==> config.mk <==
export PLATFORM = sky130hd
export DESIGN_NAME = exfat_checksum_engine
export DESIGN_NICKNAME = d
export VERILOG_FILES = /design/src/rtl/ecs_pkg.sv /design/src/rtl/ecs_step.sv /design/src/rtl/exfat_checksum_engine.sv
export SDC_FILE = /design/constraint.sdc
export NUM_CORES = 1
export LEC_CHECK = 0
export ABC_AREA = 1
export BUFFER_PORTS_ARGS = -buffer_cell sky130_fd_sc_hd__buf_4
export CAP_MARGIN = 5
export CORE_ASPECT_RATIO = 0.9
export CORE_UTILIZATION = 55
export DETAILED_ROUTE_END_ITERATION = 8
export GPL_ROUTABILITY_DRIVEN = 1
export PLACE_DENSITY = 0.84
export SLEW_MARGIN = 0
export SYNTH_ARGS = -nofsm -noshare
export SYNTH_HDL_FRONTEND = slang
export SYNTH_HIERARCHICAL = 1
export SYNTH_SLANG_ARGS = --single-unit
==> constraint.sdc <==
create_clock -name clk -period 3.5 [get_ports clk]
set_input_delay 0.35 -clock clk [delete_from_list [all_inputs] [get_ports clk]]
set_output_delay 0.35 -clock clk [all_outputs]
set_load 0.01 [all_outputs]
==> src/rtl/ecs_pkg.sv <==
package ecs_pkg;

	// Checksum variant codes held in the mode register
	localparam logic [1:0] MODE_BOOT  = 2'd0;  // boot region, 32-bit
	localparam logic [1:0] MODE_ENTRY = 2'd1;  // entry set, 16-bit
	localparam logic [1:0] MODE_NAME  = 2'd2;  // name hash, 16-bit

	localparam int unsigned DATA_W = 16;
	localparam int unsigned SUM_W  = 32;
	localparam int unsigned POS_W  = 7;

	// Stream positions and limits
	localparam logic [POS_W-1:0] POS_MAX       = 7'd127;
	localparam logic [POS_W-1:0] POS_VBR_FLAGS = 7'd106;
	localparam logic [POS_W-1:0] POS_VBR_DRIVE = 7'd107;
	localparam logic [POS_W-1:0] POS_VBR_USE   = 7'd112;
	localparam logic [POS_W-1:0] POS_ES_CSUM_L = 7'd2;
	localparam logic [POS_W-1:0] POS_ES_CSUM_H = 7'd3;

	// ASCII lower-case range and the upper-case offset
	localparam logic [DATA_W-1:0] CHAR_LOWER_A = 16'h0061;
	localparam logic [DATA_W-1:0] CHAR_LOWER_Z = 16'h007A;
	localparam logic [DATA_W-1:0] CASE_OFFSET  = 16'd32;

	// One input item as held in the input stage
	typedef struct packed {
		logic [DATA_W-1:0] data;
		logic              first;
		logic              last;
		logic              vbr;
	} item_t;

endpackage

==> src/rtl/ecs_step.sv <==
module ecs_step
	import ecs_pkg::*;
(
	input  logic [1:0]       mode,
	input  item_t            item,
	input  logic [SUM_W-1:0] sum,
	input  logic [POS_W-1:0] pos,
	output logic [SUM_W-1:0] next_sum,
	output logic [POS_W-1:0] next_pos
);

	// Rotate right by one, then add a byte
	function automatic logic [15:0] step16(input logic [15:0] s, input logic [7:0] b);
		step16 = {s[0], s[15:1]} + {8'd0, b};
	endfunction

	function automatic logic [31:0] step32(input logic [31:0] s, input logic [7:0] b);
		step32 = {s[0], s[31:1]} + {24'd0, b};
	endfunction

	logic [SUM_W-1:0]  base_sum;
	logic [POS_W-1:0]  base_pos;
	logic              skip_boot;
	logic              skip_entry;
	logic [DATA_W-1:0] ch;
	logic [15:0]       hash_lo;
	logic [15:0]       hash_hi;

	// Start of a region clears sum and position
	assign base_sum = item.first ? '0 : sum;
	assign base_pos = item.first ? '0 : pos;

	assign skip_boot = item.vbr && (base_pos == POS_VBR_FLAGS || base_pos == POS_VBR_DRIVE ||
		base_pos == POS_VBR_USE);
	assign skip_entry = (base_pos == POS_ES_CSUM_L) || (base_pos == POS_ES_CSUM_H);

	// Name hash: upper-case ASCII, then low byte and high byte
	assign ch = (item.data >= CHAR_LOWER_A && item.data <= CHAR_LOWER_Z) ?
		item.data - CASE_OFFSET : item.data;
	assign hash_lo = step16(base_sum[15:0], ch[7:0]);
	assign hash_hi = step16(hash_lo, ch[15:8]);

	// Sum update per variant
	always_comb begin
		case (mode)
			MODE_BOOT: begin
				next_sum = skip_boot ? base_sum : step32(base_sum, item.data[7:0]);
			end
			MODE_ENTRY: begin
				next_sum = skip_entry ? {16'd0, base_sum[15:0]} :
					{16'd0, step16(base_sum[15:0], item.data[7:0])};
			end
			MODE_NAME: begin
				next_sum = {16'd0, hash_hi};
			end
			default: begin
				next_sum = base_sum;
			end
		endcase
	end

	// Position saturates
	assign next_pos = (base_pos == POS_MAX) ? POS_MAX : base_pos + 7'd1;

endmodule

==> src/rtl/exfat_checksum_engine.sv <==
// Channel   Dir  Bits  Contents
// s_axis    in   16    tdata: data_value; tuser: first_item, vbr_skip; tlast: last_item
// m_axis    out  32    tdata: checksum_value; tlast: is_final
// cfg       in   2     checksum_mode write, always ready
//
// One item per cycle while the output is not stalled. An input item passes through
// the input stage, then the sum/result register; the sum is fed back from its register.
// arst_n clears the sum, the position, the mode and both valid flags.
// A stalled output holds its result; the input stage keeps taking items until it
// is full behind a stalled output.
module exfat_checksum_engine
	import ecs_pkg::*;
(
	input  logic        clk,
	input  logic        arst_n,
	input  logic        s_axis_tvalid,
	output logic        s_axis_tready,
	input  logic [15:0] s_axis_tdata,   // [15:0] data_value
	input  logic [1:0]  s_axis_tuser,   // [0] first_item, [1] vbr_skip
	input  logic        s_axis_tlast,
	output logic        m_axis_tvalid,
	input  logic        m_axis_tready,
	output logic [31:0] m_axis_tdata,   // [31:0] checksum_value
	output logic        m_axis_tlast,
	input  logic        cfg_valid,
	output logic        cfg_ready,
	input  logic [1:0]  cfg_data
);

	item_t            item_s1;
	logic             valid_s1;
	logic [SUM_W-1:0] sum_q;
	logic [POS_W-1:0] pos_q;
	logic [1:0]       mode_q;
	logic [SUM_W-1:0] out_data_q;
	logic             out_last_q;
	logic             out_valid_q;
	logic [SUM_W-1:0] next_sum;
	logic [POS_W-1:0] next_pos;
	logic             adv;
	logic             in_xfer;

	assign adv           = valid_s1 && (!out_valid_q || m_axis_tready);
	assign s_axis_tready = !valid_s1 || adv;
	assign in_xfer       = s_axis_tvalid && s_axis_tready;
	assign cfg_ready     = 1'b1;

	// Mode register
	always_ff @(posedge clk or negedge arst_n) begin
		if (!arst_n) begin
			mode_q <= MODE_BOOT;
		end else if (cfg_valid) begin
			mode_q <= cfg_data;
		end
	end

	// Input stage
	always_ff @(posedge clk or negedge arst_n) begin
		if (!arst_n) begin
			valid_s1 <= 1'b0;
		end else if (in_xfer) begin
			valid_s1 <= 1'b1;
		end else if (adv) begin
			valid_s1 <= 1'b0;
		end
	end

	always_ff @(posedge clk) begin
		if (in_xfer) begin
			item_s1.data  <= s_axis_tdata;
			item_s1.first <= s_axis_tuser[0];
			item_s1.vbr   <= s_axis_tuser[1];
			item_s1.last  <= s_axis_tlast;
		end
	end

	ecs_step u_step (
		.mode     (mode_q),
		.item     (item_s1),
		.sum      (sum_q),
		.pos      (pos_q),
		.next_sum (next_sum),
		.next_pos (next_pos)
	);

	// Running state
	always_ff @(posedge clk or negedge arst_n) begin
		if (!arst_n) begin
			sum_q <= '0;
			pos_q <= '0;
		end else if (adv) begin
			sum_q <= next_sum;
			pos_q <= next_pos;
		end
	end

	// Result register
	always_ff @(posedge clk or negedge arst_n) begin
		if (!arst_n) begin
			out_valid_q <= 1'b0;
		end else if (adv) begin
			out_valid_q <= 1'b1;
		end else if (m_axis_tready) begin
			out_valid_q <= 1'b0;
		end
	end

	always_ff @(posedge clk) begin
		if (adv) begin
			out_data_q <= next_sum;
			out_last_q <= item_s1.last;
		end
	end

	assign m_axis_tvalid = out_valid_q;
	assign m_axis_tdata  = out_data_q;
	assign m_axis_tlast  = out_last_q;

	// 16-bit variants keep the upper half clear
	a_upper_clear: assert property (@(posedge clk) disable iff (!arst_n)
		adv && (mode_q == MODE_ENTRY || mode_q == MODE_NAME) |=> sum_q[31:16] == 16'd0)
		else $error("upper sum bits set in a 16-bit mode");

	// A region start leaves the position at one
	a_first_pos: assert property (@(posedge clk) disable iff (!arst_n)
		adv && item_s1.first |=> pos_q == 7'd1)
		else $error("position not restarted on first item");

	// Result register mirrors the stored sum after an update
	a_out_sum: assert property (@(posedge clk) disable iff (!arst_n)
		adv |=> m_axis_tvalid && m_axis_tdata == sum_q)
		else $error("result does not match running sum");

endmodule
==> flow_metrics.py <==
metrics = {
    "setup_path": {
        "start_kind": "register",
        "worstPathArrival_ns": 4.07,
        "r2r_cells": 22,
        "critPathKind": "reg2reg",
        "cp_max_fo": 4,
        "end_kind": "register",
        "reg2reg_from": "item_s1[16]$_DFFE_PP_",
        "required_ns": 3.62,
        "r2r_slack_ns": -0.45,
        "rr_endpoint": "m_axis_tdata[12]$_DFFE_PP_",
    },
    "pwr": {
        "cellPowerDensity_nw_per_um2": 560,
        "ir_drop_uv": 468,
        "leakagePower_nw": 4.22,
        "p_total_mw": 4.88,
    },
    "global_route": {
        "grt_pass1_vias": 6710,
        "grt_max_degree": 44,
        "grt_pass1_wl_mm": 34.0,
        "track_usage_pct": 34.2,
        "grt_overflow_total": 0,
        "grt_antenna_before_repair": 0,
    },
    "logic_synthesis": {
        "netlist_area_sq_um": 6930,
        "synth_top_cell_by_area": "edfxtp_1",
        "synth-edff-count": 52,
        "postSynthRegisterBits": 95,
        "async_reset_ff_share_pct": 45.3,
        "synth_mux_area_share_pct": 0,
        "postSynthCellCount": 970,
        "synth_compound_area_share_pct": 9.74,
        "synth.avg_cell_area_sq_um": 7.14,
        "synth_top_area_share_pct": 22.5,
        "yosys.area_share.adder_pct": 4.73,
        "ys.flop_type": "edfxtp_1",
        "synth_top_family_by_area": "simple AND/OR/NAND/NOR gates",
        "synthSimpleGateAreaFrac_pct": 36.0,
        "synth_xor_area_share_pct": 2.02,
        "synthTopCellsByArea": "edfxtp_1, nand2_1, dfrtp_1, nand3_1, inv_1",
        "ys_seq_area_share_pct": 38.1,
        "syn-num-nets": 1021,
        "synth_warnings": 6,
        "post_synth_num_cell_types": 52,
    },
    "sta": {
        "rsz0062_at_grt": "yes",
        "final_max_slew_viol_count": 0,
        "period_needed_ns": 3.95,
        "timing.final.ws_setup_ns": -0.447,
        "setup_viol": 20,
        "hold_ws_ns": 0.151,
        "timing.final.crit_share_pct": 113,
        "clock_skew_ns": 0.0158,
        "relSlewSlack_pct": 43.8,
        "hold_viol": 0,
        "max_slew.worst_pin.slew_ns": 0.842,
        "max_freq_mhz": 253,
    },
    "drt": {
        "ant_nets": 0,
        "wl_per_cell_um": 17.6,
        "wirelength_mm": 22.3,
        "initialDrtViolationCount": 824,
        "drtPass1Iterations": 5,
        "vias_per_cell": 5.79,
        "drc_errors": 0,
        "via_count": 7333,
    },
    "layout": {
        "fill_cells": 969,
        "final_area_sq_um": 8710,
        "antenna_cells": 0,
        "final_cell_mix": "nand2_1, buf_4, nand3_1",
        "final_nets": 1152,
        "area_growth_syn_to_layout_pct": 25.8,
        "final_common_cell": "nand2_1",
        "final-instance-count-excl-fill": 1266,
        "layout-drive-gt1-share_pct": 24.8,
        "final_util_pct": 71.6,
        "multi_input_area_sq_um": 3940,
        "sequential_cell_area_sq_um": 2640,
    },
    "floorplanning": {
        "rows": 38,
        "core-area_sq_um": 12200,
        "initial_core_util_pct": 56.9,
        "die-area_sq_um": 13000,
        "die_h_um": 108,
        "ios": 62,
        "die_w_um": 120,
    },
    "place": {
        "place_area_sq_um": 7920,
        "place.gp.congestion": 0.980,
        "port-buffer-count": 60,
        "dp_cells": 1228,
        "dpl.hpwl_mm": 15.3,
    },
    "clock_tree": {
        "clkLatencyLatePin_ns": 0.37,
        "cts_root_buf": "clkbuf_16",
        "cts_sinks": 95,
        "clk_pin_slew_ns": 0.08,
        "cts_buffer_depth": 2,
        "cts_max_level": 3,
        "cts_tree": "built",
        "cts_buffers": 9,
    },
    "hold_path": {
        "hold_end": "item_s1[13]$_DFFE_PP_",
        "hp-class": "in2reg",
        "min_from": "s_axis_tdata[10]",
        "hold-path-cell-count": 1,
    },
    "flow_run": {
        "cap_violations": 0,
    },
    "run_status": {
        "status": "finished with violations",
        "violations": "negative setup slack",
    },
}
[cells by family after synthesis]
| family | count (synthesis) |
|---|---|
| simple gates | 567 |
| flops | 95 |
| xor+xnor | 16 |
| buf+inv | 150 |
| other cells | 1 |
| fa+ha+maj | 25 |
| compound gates | 116 |
[critical path, stage by stage, from the launching register on]
cell	delay, ns
edfxtp_1	0.41
nor4_2	0.30
nand2_1	0.16
a211oi_4	0.30
a21oi_1	0.12
ha_1	0.34
buf_6	0.15
nand2_4	0.07
inv_1	0.07
a21oi_2	0.16
nand2_2	0.10
xor2_2	0.15
ha_1	0.30
buf_4	0.16
a21oi_1	0.13
o211ai_1	0.13
nand2_2	0.18
nor2_4	0.05
nand2_1	0.07
nand2_1	0.05
nand3_1	0.07
a21oi_2	0.07
buf_4	0.16
[timing repair]
action | 4_1_cts | 5_1_grt
hold endpoints to repair | 18 | 0
hold buffers | 1 | 0
setup buffers | 13 | 8
pin swaps | 25 | 25
setup endpoints to repair | 20 | 22
gates resized for setup | 42 | 37
[routing by layer]
metal | track usage, % | vias to the layer above | wire length (um)
li1 | - | 3450 | -
met1 | 46.1 | 3388 | 9450
met2 | 54.2 | 429 | 10100
met3 | 7.59 | 66 | 2090
met4 | 12.3 | 0 | 630
met5 | 0 | - | 0
[stage by stage]
step | setup WS, ns | setup TNS (ns)
2_1_floorplan | -0.0102 | -0.0102
3_3_place_gp | -0.249 | -2.45
3_5_place_dp | -0.506 | -5.54
4_1_cts | -0.278 | -3.22
5_1_grt | -0.647 | -10.26
6_report | -0.447 | -6.55
[flip-flops by register name, summed over array words and instances (netlist names)]
register / count
m_axis_tdata: 32
sum_q: 32
item_s1: 19
pos_q: 7
mode_q: 2
m_axis_tlast: 1
m_axis_tvalid: 1
valid_s1: 1
[worst max-delay path by stage]
stage / endpoint / slack, ns / from / depth (start not counted)
after floorplan: sum_q[12]$_DFFE_PN0P_ / -0.01 / item_s1[2]$_DFFE_PP_ / 26
after global placement: sum_q[15]$_DFFE_PN0P_ / -0.25 / item_s1[13]$_DFFE_PP_ / 25
after detailed placement: sum_q[15]$_DFFE_PN0P_ / -0.51 / item_s1[10]$_DFFE_PP_ / 25
after CTS: sum_q[15]$_DFFE_PN0P_ / -0.28 / item_s1[11]$_DFFE_PP_ / 25
after global routing: sum_q[12]$_DFFE_PN0P_ / -0.65 / item_s1[16]$_DFFE_PP_ / 24
final: m_axis_tdata[12]$_DFFE_PP_ / -0.45 / item_s1[16]$_DFFE_PP_ / 22
[synth_stat cells (all sizes together), types with 7 or more instances]
library cell,instances
clkbuf,10
a21oi,38
nor2,88
inv,117
nand3,119
a31oi,7
dfrtp,43
nand2,321
nor3,14
buf,22
edfxtp,52
nand4,16
o21ai,43
xor2,14
ha,23
o211ai,13
[where the power goes]
part	internal (mW)	switching, mW
logic	0.971	1.36
registers	1.40	0.114
clock network	0.570	0.471
[area by class of cell]
cell class	count	share of cell area, %
multi-input cells	725	45.2
repair buffers	152	13.3
clock inverters	7	0.991
well taps	160	2.30
clock buffers	9	2.59
inverters	118	5.39
flip-flops and latches	95	30.3
Power figures use the tool's default switching activity.
